--- config.mk ---
export PLATFORM = sky130hd
export DESIGN_NAME = swls_cell
export DESIGN_NICKNAME = d
export VERILOG_FILES = /design/src/design/swls_pkg.sv /design/src/design/swls_cell.sv
export SDC_FILE = /design/constraint.sdc
export NUM_CORES = 1
export LEC_CHECK = 0
export BUFFER_PORTS_ARGS = -buffer_cell sky130_fd_sc_hd__buf_2
export CAP_MARGIN = 5
export CORE_UTILIZATION = 57
export CTS_CLUSTER_SIZE = 14
export DETAILED_ROUTE_END_ITERATION = 8
export HOLD_SLACK_MARGIN = 0.03
export PLACE_DENSITY = 0.89
export SLEW_MARGIN = 5
export SYNTH_ARGS = -nofsm -noshare
export SYNTH_HDL_FRONTEND = slang
export SYNTH_SLANG_ARGS = --single-unit
--- constraint.sdc ---
create_clock -name i_clk -period 13.95 [get_ports i_clk]
set_input_delay 0.6975 -clock i_clk [delete_from_list [all_inputs] [get_ports i_clk]]
set_output_delay 0.6975 -clock i_clk [all_outputs]
set_load 0.01 [all_outputs]
--- src/design/swls_pkg.sv ---
// types, constants and sizes shared by the local alignment score cells and top level
// no dependencies

package swls_pkg;

    localparam int QUERY_MAX  = 64;
    localparam int TARGET_MAX = 4096;
    localparam int SCORE_BITS = 16;

    localparam int Q_IDX_W  = $clog2(QUERY_MAX);
    localparam int Q_LEN_W  = $clog2(QUERY_MAX + 1);
    localparam int T_POS_W  = $clog2(TARGET_MAX + 1);
    localparam int WIDE_W   = SCORE_BITS + 2;
    localparam int SYM_W    = 8;
    localparam int CFG_IDX_W  = 8;
    localparam int CFG_DATA_W = 8;

    localparam logic [0:0] OP_LOAD_QUERY  = 1'b0;
    localparam logic [0:0] OP_SCORE_TARGET = 1'b1;

    localparam logic [CFG_IDX_W-1:0] REG_MATCH    = CFG_IDX_W'(0);
    localparam logic [CFG_IDX_W-1:0] REG_MISMATCH = CFG_IDX_W'(1);
    localparam logic [CFG_IDX_W-1:0] REG_GAP_OPEN = CFG_IDX_W'(2);
    localparam logic [CFG_IDX_W-1:0] REG_GAP_EXT  = CFG_IDX_W'(3);

    typedef logic signed [WIDE_W-1:0] t_wide;

    typedef struct packed {
        logic [0:0]       operation;
        logic [SYM_W-1:0] symbol;
        logic             last;
    } t_cmd;

    typedef struct packed {
        logic [SCORE_BITS-1:0] best_score;
        logic [Q_LEN_W-1:0]    best_query_pos;
        logic [T_POS_W-1:0]    best_target_pos;
        logic                  overflow;
    } t_result;

    typedef struct packed {
        logic [3:0]        match_score;
        logic signed [4:0] mismatch_score;
        logic [4:0]        gap;
    } t_cfg;

    typedef struct packed {
        logic                  valid;
        logic [SYM_W-1:0]      symbol;
        logic [SCORE_BITS-1:0] diag;
        logic [SCORE_BITS-1:0] up;
        logic [SCORE_BITS-1:0] best_val;
        logic [Q_LEN_W-1:0]    best_row;
        logic [T_POS_W-1:0]    best_col;
        logic [T_POS_W-1:0]    column;
        logic                  last;
    } t_token;

endpackage

--- src/design/swls_cell.sv ---
// one query row of the scoring chain: holds the row symbol and the last column score
// depends on swls_pkg

module swls_cell (
    input  logic                            i_clk,
    input  logic                            i_rst_n,
    input  swls_pkg::t_cfg                  i_cfg,
    input  logic [swls_pkg::Q_LEN_W-1:0]    i_row,
    input  logic                            i_active,
    input  logic                            i_we,
    input  logic [swls_pkg::SYM_W-1:0]      i_wsym,
    input  logic                            i_clear,
    input  swls_pkg::t_token                i_tok,
    output swls_pkg::t_token                o_tok
);

    localparam swls_pkg::t_wide CAP = swls_pkg::t_wide'((1 << swls_pkg::SCORE_BITS) - 1);

    logic [swls_pkg::SYM_W-1:0]      r_sym;
    logic [swls_pkg::SCORE_BITS-1:0] r_score;
    logic [swls_pkg::SCORE_BITS-1:0] n_score;
    logic                            r_vld;
    swls_pkg::t_token                r_tok;
    swls_pkg::t_token                n_tok;

    swls_pkg::t_wide w_diag;
    swls_pkg::t_wide w_up;
    swls_pkg::t_wide w_left;
    swls_pkg::t_wide w_gap;
    swls_pkg::t_wide w_sub;
    swls_pkg::t_wide w_cell;
    logic [swls_pkg::SCORE_BITS-1:0] w_cell_s;
    logic w_work;

    always_comb begin
        w_work = i_tok.valid && i_active;
        w_diag = swls_pkg::t_wide'({2'b00, i_tok.diag});
        w_up   = swls_pkg::t_wide'({2'b00, i_tok.up});
        w_left = swls_pkg::t_wide'({2'b00, r_score});
        w_gap  = swls_pkg::t_wide'({{(swls_pkg::WIDE_W-5){1'b0}}, i_cfg.gap});
        if (r_sym == i_tok.symbol) begin
            w_sub = swls_pkg::t_wide'({{(swls_pkg::WIDE_W-4){1'b0}}, i_cfg.match_score});
        end else begin
            w_sub = swls_pkg::t_wide'({{(swls_pkg::WIDE_W-5){i_cfg.mismatch_score[4]}},
                                       i_cfg.mismatch_score});
        end
        w_cell = w_diag + w_sub;
        if (w_up - w_gap > w_cell) begin
            w_cell = w_up - w_gap;
        end
        if (w_left - w_gap > w_cell) begin
            w_cell = w_left - w_gap;
        end
        if (w_cell < 0) begin
            w_cell = '0;
        end
        if (w_cell > CAP) begin
            w_cell = CAP;
        end
        w_cell_s = w_cell[swls_pkg::SCORE_BITS-1:0];

        n_tok = i_tok;
        if (w_work) begin
            n_tok.diag = r_score;
            n_tok.up   = w_cell_s;
            if (w_cell_s > i_tok.best_val ||
                (w_cell_s == i_tok.best_val && i_row < i_tok.best_row)) begin
                n_tok.best_val = w_cell_s;
                n_tok.best_row = i_row;
                n_tok.best_col = i_tok.column;
            end
        end

        if (i_clear) begin
            n_score = '0;
        end else if (w_work) begin
            n_score = w_cell_s;
        end else begin
            n_score = r_score;
        end
    end

    always_ff @(posedge i_clk) begin
        if (!i_rst_n) begin
            r_vld   <= 1'b0;
            r_score <= '0;
        end else begin
            r_vld   <= i_tok.valid;
            r_score <= n_score;
        end
    end

    always_ff @(posedge i_clk) begin
        r_tok <= n_tok;
        if (i_we) begin
            r_sym <= i_wsym;
        end
    end

    always_comb begin
        o_tok       = r_tok;
        o_tok.valid = r_vld;
    end

endmodule

* After elaboration in Yosys (flattened, before gate mapping)
Index checks and enable logic that the tools add are counted.
** Cells by class
- $add $sub $neg :: 3
- Order comparisons :: 6
- Equal/unequal tests :: 2
- Mux-type cells :: 7
- Bitwise operators :: 1
- Reductions and logical operators :: 4
** Operators by type and width (number)
- $mux W18 :: 4
- $mux W68 :: 1
- $gt A18 B18 Y1 :: 2
- $mux W36 :: 1
- $sub A16 B5 Y17 :: 2
- $add A17 B18 Y18 :: 1
- $gt A18 B17 Y1 const B :: 1
- $lt A18 B1 Y1 const B :: 1
- $eq A16 B16 Y1 :: 1
- $gt A16 B16 Y1 :: 1
- $mux W16 :: 1
- $eq A8 B8 Y1 :: 1
- $lt A7 B7 Y1 :: 1
- $logic_and A1 B1 Y1 :: 2
- $reduce_or A2 Y1 :: 1
- $logic_or A1 B1 Y1 :: 1
- $not A1 Y1 :: 1
** Storage, ports and cells
- Flip-flop bits (word level) :: 115

* Depth between registers and ports, before layout
- Word-level depth :: 16
- Depth in mapped cells :: 43
- Mapped depth without buffers :: 39

* Worst setup path before layout
OpenSTA, ideal clock, no wires.
- Path kind :: input-to-reg
- From :: in i_tok[87] in the netlist's numbering
- To :: reg r_tok (netlist bit o_tok[16])
- Setup time :: 121 ps
- Data arrival time :: 9286 ps
- Required time :: 13829 ps
- Setup slack :: 4543 ps
- Cell stages on the path :: 40
- Buffers on the path :: 4
- Cell sequence :: xor2_1 nor4_1 nand2_1 nand2_1 nand2_1 ha_1 fa_1 a21o_1 a21o_1 a2111oi_0 a41oi_1 xnor2_1 inv_1 ha_1 a22o_1 nor4_1 o221ai_1 o21ai_0 [... 4 more ...] ha_1 and4_1 o21a_1 o31a_1 o31ai_1 o2111ai_1 clkbuf_1 o211a_1 inv_1 ha_1 a211o_1 o211ai_1 a21oi_1 nor3_1 o22ai_1 o311ai_1 clkbuf_1 mux2_2
** RTL lines
- start: declaration :: line swls_cell.sv:13 : input swls_pkg::t_token i_tok,
- end signal: assignment :: line swls_cell.sv:94 : r_tok <= n_tok;
- end: declaration :: line swls_cell.sv:23 : swls_pkg::t_token r_tok;

==> reports/qor.json <==
{
  "ioPinCount": {"value": 216},
  "post_drt_wl_per_cell": {"value": 17.22, "unit": "um"},
  "final_cell_count_no_fill": {"value": 1202},
  "worst_setup_path_start_kind": {"value": "register"},
  "r2r.worst_path.cells": {"value": 34},
  "timing.critical_path.fanout_max": {"value": 32},
  "cts.repair.resized": {"value": 0},
  "tightest_slew": {"value": 1.095, "unit": "ns"},
  "nNetsFinal": {"value": 1220},
  "drive_above_1_share": {"value": 31.24, "unit": "%"},
  "final.setup_skew": {"value": 0.009773, "unit": "ns"},
  "floorplan.rows": {"value": 40},
  "globalRouteOverflowTotal": {"value": 0},
  "period_minus_slack": {"value": 11.33, "unit": "ns"},
  "reg_to_reg_slack_setup": {"value": 2.62, "unit": "ns"},
  "achievable-frequency": {"value": 88.27, "unit": "MHz"},
  "synth.ff_latch_count": {"value": 115},
  "synth_area_leaders": {"value": "dfxtp_1 30%, ha_1 12%, nand2_1 5.2%, inv_1 3.4%, edfxtp_1 3.4%"},
  "grt_pass1_vias": {"value": 6611},
  "worstPathBufferInverterCount": {"value": 2},
  "syn_area": {"value": 7158, "unit": "um2"},
  "synth_largest_area_cell": {"value": "dfxtp_1"},
  "core_region_area": {"value": 12110, "unit": "um2"},
  "die_height": {"value": 114.1, "unit": "um"},
  "maxCapViolations": {"value": 0},
  "violation_count_after_the_first_detailed_routing_iteration": {"value": 586},
  "hold_path_end": {"value": "o_tok[0]"},
  "cts.clk_slew.worst_paths": {"value": 0.06, "unit": "ns"},
  "firstDrtPassIters": {"value": 5},
  "grt_first_pass_wirelength": {"value": 32090, "unit": "um"},
  "cts_max_level": {"value": 4},
  "number_of_setup_buffers_added_after_cts": {"value": 0},
  "syn_area_per_cell": {"value": 8.815, "unit": "um2"},
  "synth_seq_area_share": {"value": 33.28, "unit": "%"},
  "min-delay-start": {"value": "i_tok[0]"},
  "critPathRequiredTime": {"value": 14.26, "unit": "ns"},
  "maxSlewViolCount": {"value": 0},
  "yosys_warnings": {"value": 0},
  "hold_fix_buffers_cts": {"value": 0},
  "asyncSetResetFlopFracSynth": {"value": 0, "unit": "%"},
  "hold_path_class": {"value": "primary input to register"},
  "clock-sinks": {"value": 115},
  "cellPowerDensity": {"value": 139.8, "unit": "nW/um2"},
  "slowest_delay": {"value": 0.77, "unit": "ns"},
  "crit_path_end_kind": {"value": "register"},
  "dp_hpwl": {"value": 15370, "unit": "um"},
  "floorplan.die_area": {"value": 13010, "unit": "um2"},
  "initial_antenna_violation_count": {"value": 0},
  "finalCritPeriodShare": {"value": 81.21, "unit": "%"},
  "mappedNetlistNets": {"value": 1011},
  "postSynthCellCount": {"value": 812},
  "slowest_stage": {"value": "o31ai_1"},
  "ranking_of_synthesized_cells_by_instance_count": {"value": "107 x dfxtp_1, 99 x nand2_1, 71 x ha_1"},
  "syn2layout_area_growth": {"value": 25.03, "unit": "%"},
  "critical_path.reg2reg.endpoint": {"value": "o_tok[15]"},
  "clockRootBuffer": {"value": "clkbuf_16"},
  "finalHoldViolCount": {"value": 0},
  "layout.core_utilization": {"value": 73.89, "unit": "%"},
  "timing.max_slew.rel_slack": {"value": 26.82, "unit": "%"},
  "critical_path.reg2reg.startpoint": {"value": "r_sym[7]"},
  "ratio_of_routed_vias_to_standard_cells": {"value": 5.730},
  "status": {"value": "finished, final reports clean"},
  "clock_insertion_delay_worst_skew": {"value": 0.43, "unit": "ns"},
  "drc": {"value": 0},
  "maximum_number_of_pins_on_one_net_before_global_route_repair": {"value": 78},
  "worstSetupPathDepth": {"value": 34},
  "cp_top_family": {"value": "compound AO/OA/AOI/OAI gates"},
  "leakagePower": {"value": 0.004364, "unit": "uW"},
  "yosysUniqueCellTypes": {"value": 76},
  "setup_viol": {"value": 0},
  "fin_setup_tns": {"value": 0, "unit": "ns"},
  "global_route.usage.total": {"value": 32.00, "unit": "%"},
  "postRouteWirelength": {"value": 20690, "unit": "um"},
  "numCtsBuffers": {"value": 17},
  "die_w": {"value": 114.1, "unit": "um"},
  "holdWs": {"value": 0.3743, "unit": "ns"},
  "cp_data_arrival_time": {"value": 11.63, "unit": "ns"},
  "yosysTopAreaCellShare": {"value": 29.92, "unit": "%"},
  "detail-route-antenna-nets": {"value": 0},
  "synth_enable_flop_cells": {"value": 8},
  "placed_cells": {"value": 1170},
  "gp_congestion": {"value": 0.9580},
  "timing_worst_setup_path_type": {"value": "register to register"},
  "hold_path_depth": {"value": 1},
  "ys.flop_type": {"value": "dfxtp_1"},
  "yosysMostFrequentCell": {"value": "dfxtp_1"},
  "rsz0062_at_grt": {"value": "no"},
  "tritoncts": {"value": "yes"},
  "initial_core_utilization": {"value": 59.10, "unit": "%"},
  "vdd_ir_drop_max": {"value": 0.1097, "unit": "mV"},
  "buffer_ports.inserted": {"value": 215},
  "antenna_cells_inserted": {"value": 0},
  "total_vias_in_the_final_route": {"value": 6887},
  "ctsLongestPathBuffers": {"value": 2}
}
==> metrics by stage <==
stage / cell area (um2) / setup slack [ns] / power, uW
after floorplan: 7158 / 4.543 / 680.5
after global placement: 8352 / 2.879 / 794.2
after detailed placement: 8352 / 2.592 / 805.3
after CTS: 8944 / 2.878 / 1246
after global routing: 8950 / 1.764 / 1315
final: 8950 / 2.621 / 1251
==> per-layer routing <==
layer  up-vias  GRT usage, %  share of wire [%]
li1       3312             -                  -
met1      3178         38.33                 40
met2       322         53.41                 49
met3        75         7.041                7.3
met4         0         17.58                4.5
met5         -             0                  0
==> how the worst max path moves through the flow <==
stage	from	endpoint	slack, ns
CTS	r_sym[7]	o_tok[14]	2.88
global route	r_sym[7]	o_tok[15]	1.76
global placement	i_tok[87]	o_tok[18]	2.88
floorplan	i_tok[87]	o_tok[16]	4.54
finish	r_sym[7]	o_tok[15]	2.62
detailed placement	i_tok[89]	o_tok[14]	2.59
==> cells by family (layout without fill, tap and decap cells) <==
kind of cell | count (synthesis) | after routing | synth area share (%)
multiplexers | 39 | 39 | 6.433
adder cells (fa/ha/maj) | 75 | 75 | 13.41
AO/OA/AOI/OAI | 192 | 192 | 18.79
XOR/XNOR | 45 | 45 | 5.506
AND/OR/NAND/NOR | 246 | 246 | 16.82
flip-flops | 115 | 115 | 33.28
buffers and inverters | 100 | 322 | 5.768
==> registers in the layout, indices dropped and copies added, names as in the netlist <==
signal / flops
r_vld: 1
o_tok: 90
r_sym: 8
r_score: 16
==> cell type report <==
type / count / area [um2]
clock inverter: 14 / 141.4
multi-input combinational: 597 / 4388
tap: 168 / 210.2
fill: 918 / 3162
sequential: 115 / 2382
inverter: 70 / 264.0
timing repair buffer: 220 / 1114
clock buffer: 18 / 450.4
==> cell usage in the layout (no fill, tap or decap), drive strengths merged, types with 12 or more instances in the layout <==
cell type  count
ha            71
dfxtp        107
a21oi         53
inv           75
xnor2         18
o211a         12
xor2          27
nand4         14
buf          220
mux2i         13
nor3          16
o21ai         55
nor4          14
nor2          45
clkbuf        18
mux2          26
nand2        100
==> report_power, final <==
| group | leakage [uW] | switching, uW | internal (uW) |
|---|---|---|---|
| clock network | 0.000283 | 174 | 260 |
| logic | 0.00311 | 258 | 180 |
| registers | 0.000976 | 11.4 | 368 |
| total | 0.00436 | 443 | 808 |
==> worst register-to-register path, delay by kind of cell (launching register included) <==
kind	cells	cell delay, ns
AND/OR/NAND/NOR	11	2.69
flip-flops	1	0.41
adder cells (fa/ha/maj)	5	1.89
AO/OA/AOI/OAI	12	4.31
multiplexers	2	0.78
XOR/XNOR	2	0.44
buffers and inverters	2	0.69
No activity file was read; power rests on OpenSTA's default activity.
